===== src/rtl/core/s5hs_pkg.sv =====
package s5hs_pkg;

    typedef enum logic [3:0] {
        PH_GREET_VER,
        PH_GREET_NMETH,
        PH_METHODS,
        PH_REQ_VER,
        PH_REQ_CMD,
        PH_REQ_RSV,
        PH_REQ_ATYP,
        PH_IPV4,
        PH_DOM_LEN,
        PH_DOM_NAME,
        PH_IPV6,
        PH_PORT_HI,
        PH_PORT_LO,
        PH_IDLE
    } t_phase;

    typedef enum logic [1:0] {
        KIND_REPLY,
        KIND_NAME,
        KIND_PARSED,
        KIND_ERROR
    } t_kind;

    typedef enum logic [1:0] {
        JOB_METHOD,
        JOB_NAME,
        JOB_REQUEST,
        JOB_ERROR
    } t_job_op;

    localparam logic [2:0] ERR_GREET_VER = 3'd0;
    localparam logic [2:0] ERR_REQ_VER   = 3'd1;
    localparam logic [2:0] ERR_COMMAND   = 3'd2;
    localparam logic [2:0] ERR_RESERVED  = 3'd3;
    localparam logic [2:0] ERR_ATYP      = 3'd4;

    localparam logic [7:0] SOCKS_VERSION = 8'h05;
    localparam logic [7:0] CMD_CONNECT   = 8'h01;
    localparam logic [7:0] CMD_UDP_ASSOC = 8'h03;
    localparam logic [7:0] ATYP_IPV4     = 8'h01;
    localparam logic [7:0] ATYP_DOMAIN   = 8'h03;
    localparam logic [7:0] ATYP_IPV6     = 8'h04;
    localparam logic [7:0] REP_SUCCESS   = 8'h00;
    localparam logic [7:0] RSV_BYTE      = 8'h00;
    localparam logic [7:0] METHOD_NOAUTH = 8'h00;

    localparam logic [1:0] AT_IPV4   = 2'd0;
    localparam logic [1:0] AT_DOMAIN = 2'd1;
    localparam logic [1:0] AT_IPV6   = 2'd2;

    localparam logic [7:0] IPV4_LEN = 8'd4;
    localparam logic [7:0] IPV6_LEN = 8'd16;

    // Result positions within a job.
    localparam logic [3:0] IDX_METHOD_LAST  = 4'd1;
    localparam logic [3:0] IDX_REQUEST_LAST = 4'd10;

    localparam logic CFG_BOUND_ADDRESS = 1'b0;
    localparam logic CFG_BOUND_PORT    = 1'b1;

    localparam logic [31:0] BOUND_ADDRESS_RESET = 32'h7F00_0001;
    localparam logic [15:0] BOUND_PORT_RESET    = 16'h0000;

    typedef struct packed {
        t_job_op     op;
        logic [7:0]  data;
        logic [2:0]  err;
        logic [1:0]  command;
        logic [1:0]  atype;
        logic [31:0] ipv4;
        logic [15:0] port;
        logic [7:0]  dlen;
    } t_job;

    typedef struct packed {
        t_kind       kind;
        logic        last;
        logic [7:0]  data;
        logic [1:0]  command;
        logic [1:0]  atype;
        logic [31:0] ipv4;
        logic [15:0] port;
        logic [7:0]  dlen;
        logic [2:0]  err;
    } t_result;

endpackage


===== src/rtl/core/s5hs_front.sv =====
module s5hs_front (
    input  logic           i_clk,
    input  logic           i_rst_n,
    input  logic           i_valid,
    input  logic [7:0]     i_byte,
    input  logic           i_new_session,
    input  logic           i_full,
    output logic           o_ready,
    output logic           o_push,
    output s5hs_pkg::t_job o_job
);

    s5hs_pkg::t_phase r_phase, n_phase;
    logic [7:0]  r_byte_count, n_byte_count;
    logic [1:0]  r_command, n_command;
    logic [1:0]  r_atype, n_atype;
    logic [31:0] r_addr, n_addr;
    logic [7:0]  r_port_hi, n_port_hi;
    logic [7:0]  r_name_len, n_name_len;

    s5hs_pkg::t_phase ph;
    logic [7:0]  dec;
    logic        accept;

    assign o_ready = !i_full;
    assign accept  = i_valid && !i_full;

    always_ff @(posedge i_clk) begin
        if (!i_rst_n) begin
            r_phase <= s5hs_pkg::PH_GREET_VER;
        end else begin
            r_phase <= n_phase;
        end
    end

    always_ff @(posedge i_clk) begin
        r_byte_count <= n_byte_count;
        r_command    <= n_command;
        r_atype      <= n_atype;
        r_addr       <= n_addr;
        r_port_hi    <= n_port_hi;
        r_name_len   <= n_name_len;
    end

    // Only the phase needs clearing on a new session: every other field is
    // written on the way to the place where it is read.
    always_comb begin
        ph           = i_new_session ? s5hs_pkg::PH_GREET_VER : r_phase;
        dec          = r_byte_count - 8'd1;
        n_phase      = r_phase;
        n_byte_count = r_byte_count;
        n_command    = r_command;
        n_atype      = r_atype;
        n_addr       = r_addr;
        n_port_hi    = r_port_hi;
        n_name_len   = r_name_len;
        o_push       = 1'b0;
        o_job        = '0;
        if (accept) begin
            n_phase = ph;
            unique case (ph)
                s5hs_pkg::PH_GREET_VER: begin
                    if (i_byte != s5hs_pkg::SOCKS_VERSION) begin
                        o_push    = 1'b1;
                        o_job.op  = s5hs_pkg::JOB_ERROR;
                        o_job.err = s5hs_pkg::ERR_GREET_VER;
                        n_phase   = s5hs_pkg::PH_IDLE;
                    end else begin
                        n_phase = s5hs_pkg::PH_GREET_NMETH;
                    end
                end
                s5hs_pkg::PH_GREET_NMETH, s5hs_pkg::PH_METHODS: begin
                    n_byte_count = (ph == s5hs_pkg::PH_GREET_NMETH) ? i_byte : dec;
                    if (n_byte_count == 8'd0) begin
                        o_push   = 1'b1;
                        o_job.op = s5hs_pkg::JOB_METHOD;
                        n_phase  = s5hs_pkg::PH_REQ_VER;
                    end else begin
                        n_phase = s5hs_pkg::PH_METHODS;
                    end
                end
                s5hs_pkg::PH_REQ_VER: begin
                    if (i_byte != s5hs_pkg::SOCKS_VERSION) begin
                        o_push    = 1'b1;
                        o_job.op  = s5hs_pkg::JOB_ERROR;
                        o_job.err = s5hs_pkg::ERR_REQ_VER;
                        n_phase   = s5hs_pkg::PH_IDLE;
                    end else begin
                        n_phase = s5hs_pkg::PH_REQ_CMD;
                    end
                end
                s5hs_pkg::PH_REQ_CMD: begin
                    if (i_byte >= s5hs_pkg::CMD_CONNECT && i_byte <= s5hs_pkg::CMD_UDP_ASSOC)
                    begin
                        n_command = 2'(i_byte - s5hs_pkg::CMD_CONNECT);
                        n_phase   = s5hs_pkg::PH_REQ_RSV;
                    end else begin
                        o_push    = 1'b1;
                        o_job.op  = s5hs_pkg::JOB_ERROR;
                        o_job.err = s5hs_pkg::ERR_COMMAND;
                        n_phase   = s5hs_pkg::PH_IDLE;
                    end
                end
                s5hs_pkg::PH_REQ_RSV: begin
                    if (i_byte != s5hs_pkg::RSV_BYTE) begin
                        o_push    = 1'b1;
                        o_job.op  = s5hs_pkg::JOB_ERROR;
                        o_job.err = s5hs_pkg::ERR_RESERVED;
                        n_phase   = s5hs_pkg::PH_IDLE;
                    end else begin
                        n_phase = s5hs_pkg::PH_REQ_ATYP;
                    end
                end
                s5hs_pkg::PH_REQ_ATYP: begin
                    priority if (i_byte == s5hs_pkg::ATYP_IPV4) begin
                        n_atype      = s5hs_pkg::AT_IPV4;
                        n_addr       = '0;
                        n_byte_count = s5hs_pkg::IPV4_LEN;
                        n_phase      = s5hs_pkg::PH_IPV4;
                    end else if (i_byte == s5hs_pkg::ATYP_DOMAIN) begin
                        n_atype = s5hs_pkg::AT_DOMAIN;
                        n_phase = s5hs_pkg::PH_DOM_LEN;
                    end else if (i_byte == s5hs_pkg::ATYP_IPV6) begin
                        n_atype      = s5hs_pkg::AT_IPV6;
                        n_byte_count = s5hs_pkg::IPV6_LEN;
                        n_phase      = s5hs_pkg::PH_IPV6;
                    end else begin
                        o_push    = 1'b1;
                        o_job.op  = s5hs_pkg::JOB_ERROR;
                        o_job.err = s5hs_pkg::ERR_ATYP;
                        n_phase   = s5hs_pkg::PH_IDLE;
                    end
                end
                s5hs_pkg::PH_IPV4: begin
                    n_addr       = {r_addr[23:0], i_byte};
                    n_byte_count = dec;
                    if (dec == 8'd0) begin
                        n_phase = s5hs_pkg::PH_PORT_HI;
                    end
                end
                s5hs_pkg::PH_DOM_LEN: begin
                    n_name_len   = i_byte;
                    n_byte_count = i_byte;
                    n_phase = (i_byte == 8'd0) ? s5hs_pkg::PH_PORT_HI
                                               : s5hs_pkg::PH_DOM_NAME;
                end
                s5hs_pkg::PH_DOM_NAME: begin
                    o_push       = 1'b1;
                    o_job.op     = s5hs_pkg::JOB_NAME;
                    o_job.data   = i_byte;
                    n_byte_count = dec;
                    if (dec == 8'd0) begin
                        n_phase = s5hs_pkg::PH_PORT_HI;
                    end
                end
                s5hs_pkg::PH_IPV6: begin
                    n_byte_count = dec;
                    if (dec == 8'd0) begin
                        n_phase = s5hs_pkg::PH_PORT_HI;
                    end
                end
                s5hs_pkg::PH_PORT_HI: begin
                    n_port_hi = i_byte;
                    n_phase   = s5hs_pkg::PH_PORT_LO;
                end
                s5hs_pkg::PH_PORT_LO: begin
                    o_push        = 1'b1;
                    o_job.op      = s5hs_pkg::JOB_REQUEST;
                    o_job.command = r_command;
                    o_job.atype   = r_atype;
                    o_job.ipv4    = (r_atype == s5hs_pkg::AT_IPV4) ? r_addr : 32'd0;
                    o_job.port    = {r_port_hi, i_byte};
                    o_job.dlen    = (r_atype == s5hs_pkg::AT_DOMAIN) ? r_name_len : 8'd0;
                    n_phase       = s5hs_pkg::PH_IDLE;
                end
                default: begin
                    n_phase = s5hs_pkg::PH_IDLE;
                end
            endcase
        end
    end

endmodule


===== src/rtl/core/s5hs_queue.sv =====
module s5hs_queue #(
    parameter int DEPTH = 4
) (
    input  logic           i_clk,
    input  logic           i_rst_n,
    input  logic           i_push,
    input  s5hs_pkg::t_job i_job,
    input  logic           i_pop,
    output logic           o_full,
    output logic           o_valid,
    output s5hs_pkg::t_job o_job
);

    localparam int PW = (DEPTH > 1) ? $clog2(DEPTH) : 1;
    localparam int CW = $clog2(DEPTH + 1);
    localparam logic [PW-1:0] LAST_PTR = PW'(DEPTH - 1);
    localparam logic [CW-1:0] FULL_CNT = CW'(DEPTH);

    s5hs_pkg::t_job r_entry [DEPTH];
    logic [PW-1:0] r_wr_ptr, r_rd_ptr;
    logic [CW-1:0] r_count;
    logic          do_push, do_pop;

    assign o_full  = (r_count == FULL_CNT);
    assign o_valid = (r_count != '0);
    assign o_job   = r_entry[r_rd_ptr];
    assign do_push = i_push && !o_full;
    assign do_pop  = i_pop && o_valid;

    always_ff @(posedge i_clk) begin
        if (!i_rst_n) begin
            r_wr_ptr <= '0;
            r_rd_ptr <= '0;
            r_count  <= '0;
        end else begin
            if (do_push) begin
                r_wr_ptr <= (r_wr_ptr == LAST_PTR) ? '0 : r_wr_ptr + PW'(1);
            end
            if (do_pop) begin
                r_rd_ptr <= (r_rd_ptr == LAST_PTR) ? '0 : r_rd_ptr + PW'(1);
            end
            r_count <= r_count + CW'(do_push) - CW'(do_pop);
        end
    end

    always_ff @(posedge i_clk) begin
        if (do_push) begin
            r_entry[r_wr_ptr] <= i_job;
        end
    end

endmodule


===== src/rtl/core/s5hs_back.sv =====
module s5hs_back (
    input  logic              i_clk,
    input  logic              i_rst_n,
    input  logic              i_job_valid,
    input  s5hs_pkg::t_job    i_job,
    output logic              o_pop,
    input  logic [31:0]       i_bound_address,
    input  logic [15:0]       i_bound_port,
    input  logic              i_ready,
    output logic              o_valid,
    output s5hs_pkg::t_result o_result
);

    logic [3:0]        r_idx;
    logic              r_valid;
    s5hs_pkg::t_result r_result;
    s5hs_pkg::t_result res;
    logic              fire;

    assign fire     = i_job_valid && (!r_valid || i_ready);
    assign o_pop    = fire && res.last;
    assign o_valid  = r_valid;
    assign o_result = r_result;

    always_comb begin
        res = '0;
        unique case (i_job.op)
            s5hs_pkg::JOB_METHOD: begin
                res.kind = s5hs_pkg::KIND_REPLY;
                res.last = (r_idx == s5hs_pkg::IDX_METHOD_LAST);
                res.data = res.last ? s5hs_pkg::METHOD_NOAUTH : s5hs_pkg::SOCKS_VERSION;
            end
            s5hs_pkg::JOB_NAME: begin
                res.kind = s5hs_pkg::KIND_NAME;
                res.last = 1'b1;
                res.data = i_job.data;
            end
            s5hs_pkg::JOB_ERROR: begin
                res.kind = s5hs_pkg::KIND_ERROR;
                res.last = 1'b1;
                res.err  = i_job.err;
            end
            s5hs_pkg::JOB_REQUEST: begin
                // First the parsed request, then the ten reply bytes.
                res.last = (r_idx == s5hs_pkg::IDX_REQUEST_LAST);
                if (r_idx == 4'd0) begin
                    res.kind    = s5hs_pkg::KIND_PARSED;
                    res.command = i_job.command;
                    res.atype   = i_job.atype;
                    res.ipv4    = i_job.ipv4;
                    res.port    = i_job.port;
                    res.dlen    = i_job.dlen;
                end else begin
                    res.kind = s5hs_pkg::KIND_REPLY;
                    unique case (r_idx)
                        4'd1:    res.data = s5hs_pkg::SOCKS_VERSION;
                        4'd2:    res.data = s5hs_pkg::REP_SUCCESS;
                        4'd3:    res.data = s5hs_pkg::RSV_BYTE;
                        4'd4:    res.data = s5hs_pkg::ATYP_IPV4;
                        4'd5:    res.data = i_bound_address[31:24];
                        4'd6:    res.data = i_bound_address[23:16];
                        4'd7:    res.data = i_bound_address[15:8];
                        4'd8:    res.data = i_bound_address[7:0];
                        4'd9:    res.data = i_bound_port[15:8];
                        4'd10:   res.data = i_bound_port[7:0];
                        default: res.data = 8'd0;
                    endcase
                end
            end
        endcase
    end

    always_ff @(posedge i_clk) begin
        if (!i_rst_n) begin
            r_idx   <= '0;
            r_valid <= 1'b0;
        end else begin
            if (fire) begin
                r_idx <= res.last ? 4'd0 : r_idx + 4'd1;
            end
            if (fire) begin
                r_valid <= 1'b1;
            end else if (i_ready) begin
                r_valid <= 1'b0;
            end
        end
    end

    always_ff @(posedge i_clk) begin
        if (fire) begin
            r_result <= res;
        end
    end

endmodule


===== src/rtl/core/socks5_handshake_parser.sv =====
// A byte that ends a job is queued; its result words are registered at the output.
// Throughput: one input byte per cycle while the job queue has room; one result word
// per cycle while m_axis_tready is high, so a completed request gives eleven result
// words. The queue between parser and emitter lets bytes arrive throughout that burst.
// Reset (synchronous, active low) returns to the greeting, empties the queue and
// restores the bound address to 127.0.0.1 and the bound port to zero.
module socks5_handshake_parser #(
    parameter int QUEUE_DEPTH = 4
) (
    input  logic        i_clk,
    input  logic        i_rst_n,
    input  logic        s_axis_tvalid,
    output logic        s_axis_tready,
    input  logic [7:0]  s_axis_tdata,   // [7:0] in_byte
    input  logic        s_axis_tuser,   // [0] new_session
    output logic        m_axis_tvalid,
    input  logic        m_axis_tready,
    // [7:0] data_byte, [9:8] command, [11:10] address_type, [43:12] ipv4_address,
    // [59:44] destination_port, [67:60] domain_length, [70:68] error_code, [71] zero
    output logic [71:0] m_axis_tdata,
    output logic [1:0]  m_axis_tuser,   // [1:0] kind
    output logic        m_axis_tlast,   // last
    input  logic        i_cfg_we,
    input  logic        i_cfg_index,
    input  logic [31:0] i_cfg_data
);

    logic [31:0] r_bound_address;
    logic [15:0] r_bound_port;

    logic              push, full, pop, job_valid;
    s5hs_pkg::t_job    job_in, job_out;
    s5hs_pkg::t_result result;

    always_ff @(posedge i_clk) begin
        if (!i_rst_n) begin
            r_bound_address <= s5hs_pkg::BOUND_ADDRESS_RESET;
            r_bound_port    <= s5hs_pkg::BOUND_PORT_RESET;
        end else if (i_cfg_we) begin
            unique case (i_cfg_index)
                s5hs_pkg::CFG_BOUND_ADDRESS: r_bound_address <= i_cfg_data;
                s5hs_pkg::CFG_BOUND_PORT:    r_bound_port    <= i_cfg_data[15:0];
            endcase
        end
    end

    s5hs_front u_front (
        .i_clk         (i_clk),
        .i_rst_n       (i_rst_n),
        .i_valid       (s_axis_tvalid),
        .i_byte        (s_axis_tdata),
        .i_new_session (s_axis_tuser),
        .i_full        (full),
        .o_ready       (s_axis_tready),
        .o_push        (push),
        .o_job         (job_in)
    );

    s5hs_queue #(
        .DEPTH (QUEUE_DEPTH)
    ) u_queue (
        .i_clk   (i_clk),
        .i_rst_n (i_rst_n),
        .i_push  (push),
        .i_job   (job_in),
        .i_pop   (pop),
        .o_full  (full),
        .o_valid (job_valid),
        .o_job   (job_out)
    );

    s5hs_back u_back (
        .i_clk           (i_clk),
        .i_rst_n         (i_rst_n),
        .i_job_valid     (job_valid),
        .i_job           (job_out),
        .o_pop           (pop),
        .i_bound_address (r_bound_address),
        .i_bound_port    (r_bound_port),
        .i_ready         (m_axis_tready),
        .o_valid         (m_axis_tvalid),
        .o_result        (result)
    );

    assign m_axis_tdata = {1'b0, result.err, result.dlen, result.port, result.ipv4,
                           result.atype, result.command, result.data};
    assign m_axis_tuser = result.kind;
    assign m_axis_tlast = result.last;

endmodule

===== config.mk =====
export PLATFORM = sky130hd
export DESIGN_NAME = socks5_handshake_parser
export DESIGN_NICKNAME = d
export VERILOG_FILES = /design/src/rtl/core/s5hs_pkg.sv /design/src/rtl/core/s5hs_front.sv /design/src/rtl/core/s5hs_queue.sv /design/src/rtl/core/s5hs_back.sv /design/src/rtl/core/socks5_handshake_parser.sv
export SDC_FILE = /design/constraint.sdc
export NUM_CORES = 1
export LEC_CHECK = 0
export ABC_AREA = 1
export BUFFER_PORTS_ARGS = -buffer_cell sky130_fd_sc_hd__buf_2
export CAP_MARGIN = 30
export CORE_ASPECT_RATIO = 0.5
export CORE_MARGIN = 2
export CORE_UTILIZATION = 35
export CTS_CLUSTER_DIAMETER = 100
export DETAILED_ROUTE_END_ITERATION = 10
export GPL_ROUTABILITY_DRIVEN = 0
export GPL_TIMING_DRIVEN = 0
export MAX_ROUTING_LAYER = met4
export PLACE_DENSITY = 0.59
export SYNTH_ARGS = -nofsm -noshare
export SYNTH_HDL_FRONTEND = slang
export SYNTH_SLANG_ARGS = --single-unit
export TNS_END_PERCENT = 5

===== constraint.sdc =====
create_clock -name i_clk -period 6.4 [get_ports i_clk]
set_input_delay 0.64 -clock i_clk [delete_from_list [all_inputs] [get_ports i_clk]]
set_output_delay 0.64 -clock i_clk [all_outputs]
set_load 0.005 [all_outputs]

==> impl_metrics.py <==
metrics = {
    "routing": {
        "final_antenna_net_count": 0,
        "routed_via_density": 4.90,
        "first_pass_iters": 5,
        "drtIter0Drc": 1047,
        "vias": 13600,
        "drc": 0,
        "drt_wl_total_mm": 49.3,
        "wl_per_cell_um": 17.8,
    },
    "cts": {
        "numClockSinks": 492,
        "cts_made_buffers": 46,
        "clk_latency_ps": 590,
        "cts_hold_buf": 0,
        "cts_tree": "built",
        "cts_setup_buffers": 0,
        "cts.repair.resized": 0,
        "cts_max_level": 2,
        "cts.path.max_buffers": 3,
        "clkTransAtPathRegs_ps": 70,
        "cts-root-buf": "clkbuf_16",
    },
    "grt": {
        "grt_max_degree": 32,
        "grt.met3_usage_pct": 2.69,
        "use_met2_pct": 26.2,
        "gr-total-overflow": 0,
        "antenna_found_initial": 2,
        "grtUsageMet1_pct": 23.0,
        "grt_usage_pct": 16.8,
        "busiest_layer": "met2",
        "grt_pass1_vias": 12600,
        "grt_first_pass_wirelength_mm": 74.3,
    },
    "yosys": {
        "ys_types": 44,
        "netlist_instances": 1793,
        "syn_nets": 1858,
        "synthArstFlopShare_pct": 0,
        "yosys_warnings": 0,
        "yosys.area.top_type": "edfxtp_1",
        "ys_ff_latch": 492,
        "syn_area_mm2": 0.0200,
        "synth_edf_count": 426,
        "yosysTopAreaCellShare_pct": 64.1,
        "synth.area.top_cells": "edfxtp_1 (64%), nor2_1 (8.5%), dfxtp_1 (6.6%)",
        "yosysSeqAreaShare_pct": 70.7,
        "yosys-top-cells-count": "nor2_1 (454), edfxtp_1 (426), o21ai_0 (203)",
        "synth_ff_type": "edfxtp_1",
        "synth_most_common_cell": "nor2_1",
        "synth.avg_cell_area_um2": 11.1,
    },
    "critical_path": {
        "cp.required_ps": 6650,
        "cp_max_fo": 26,
        "crit_path_end_kind": "flop",
        "start_kind": "flop",
        "path_class": "flop to flop",
        "worstPathArrival_ps": 3470,
    },
    "layout": {
        "multi_input_area_mm2": 0.00510,
        "drive_above_1_share_pct": 12.6,
        "num-fill-cells": 5265,
        "antenna_cells": 0,
        "syn_to_final_growth_pct": 17.3,
        "nets": 2042,
        "regArea_mm2": 0.0141,
    },
    "sta": {
        "period_minus_slack_ps": 3220,
        "fin_worst_skew_ps": 45.8,
        "setup_viol": 0,
        "max_freq_mhz": 311,
        "slew_headroom_pct": 35.0,
        "fin_tns_setup_ps": 0,
        "setup_ws_ps": 3180,
        "min_period_over_period_pct": 50.2,
        "rsz0062_at_grt": "no",
        "worst_pin_slew_ps": 973,
        "slew_violations": 0,
        "hold_viol": 0,
    },
    "floorplan": {
        "core_area_mm2": 0.0559,
        "rows": 61,
        "io_pins": 124,
        "start_util_pct": 35.7,
        "dieArea_mm2": 0.0591,
        "die_y_um": 173,
        "die_x_um": 342,
    },
    "status": {
        "run_status": "completed",
    },
    "pwr": {
        "cellLeakagePower_uw": 0.00865,
        "ir_worst_vdd_mv": 0.213,
        "powerDensity_mw_per_mm2": 389,
    },
    "placed_design": {
        "hpwlAfterDp_mm": 33.5,
        "port_buffers": 122,
        "pre_cts_ws_ps": 2910,
    },
    "hold_path": {
        "hp-class": "input port to flop",
    },
    "run": {
        "maxCapViolations": 0,
    },
}
[registers in the layout, indices dropped and copies added, names as in the netlist, 3 cells and up, named ones only]
register              cells
u_front.r_byte_count      8
r_bound_address          32
r_bound_port             16
u_front.r_phase           4
u_front.r_addr           32
u_back.o_result          74
u_queue.r_entry         292
u_front.r_port_hi         8
u_back.r_idx              4
u_front.r_name_len        8
u_queue.r_count           3
[layer usage]
layer  part of all wire [%]  vias up
li1                       -     6563
met1                     45     6525
met2                     47      390
met3                    6.2       86
met4                    2.0        0
met5                      0        -
[critical path: stages (launching register included)]
cell and delay, ps:
edfxtp_1 460, inv_1 110, ha_1 240, inv_1 50, nor2_1 170, nand3_1 100
nand2_1 70, nand2_1 70, nand2_1 60, nand2_1 60, nor2_1 160, nand3_1 120
nand2_2 110, nand2_4 120, nor2_4 690, buf_12 300
[cells by family after synthesis]
kind of cell / share of synthesized area [%]
simple gates: 15.1
flops: 70.7
fa+ha+maj: 1.17
other cells: 0.0188
buf+inv: 3.98
xor+xnor: 0.176
compound gates: 8.82
[stage by stage]
stage | utilization (%) | cell area [um2] | total power (uW) | hold slack (ps) | instances
after floorplan | - | 20000 | 5440 | 425 | 1793
after global placement | 38.5 | 21500 | 6310 | 442 | 2671
after detailed placement | 39.1 | 21900 | 6370 | 444 | 2685
after CTS | 41.8 | 23400 | 9190 | 239 | 2768
after global routing | 41.8 | 23400 | 9570 | 276 | 2768
final | 41.8 | 23400 | 9110 | 264 | 2768
[cell usage in the layout (no fill, tap or decap), types with 3 or more instances in the layout]
master,n
nand3_1,47
clkbuf_1,64
dfxtp_1,66
buf_12,12
o22ai_1,8
nand2_1,171
inv_2,13
nand4_1,4
clkinv_1,8
clkinv_2,8
nor2_4,7
buf_1,16
nor2_1,450
buf_2,130
o21ai_0,203
clkbuf_16,46
a221oi_1,5
a31oi_1,3
inv_1,110
nor3_1,47
xor2_1,3
nand2_2,5
bufinv_16,7
o2111ai_1,4
a21oi_1,82
nor2_2,4
a22o_1,7
edfxtp_1,426
ha_1,17
o221ai_1,5
[cell type report]
| cell class | count | area share, % |
|---|---|---|
| Sequential cell | 492 | 60.3 |
| Multi-Input combinational cell | 1094 | 21.8 |
| Clock buffer | 55 | 5.10 |
| Tap cell | 756 | 4.04 |
| Timing Repair Buffer | 136 | 3.87 |
| Inverter | 125 | 2.00 |
| Clock inverter | 28 | 1.51 |
| Buffer | 82 | 1.39 |
[worst paths after layout]
path | cells past startpoint | endpoint | start | slack [ps]
max | 15 | u_queue.r_entry[3][0] | u_front.r_byte_count[0] | 3180
min | 3 | r_bound_address[25] | i_cfg_data[25] | 260
max reg2reg | 15 | u_queue.r_entry[3][0] | u_front.r_byte_count[0] | 3180
min reg2reg | 2 | r_bound_port[10] | r_bound_port[10] | 450
[power breakdown]
part / total [uW] / switching [uW] / internal (uW)
logic: 2100 / 1460 / 635
registers: 4180 / 122 / 4060
clock network: 2830 / 1210 / 1630
Note: power is estimated with default switching activity, not from simulation.
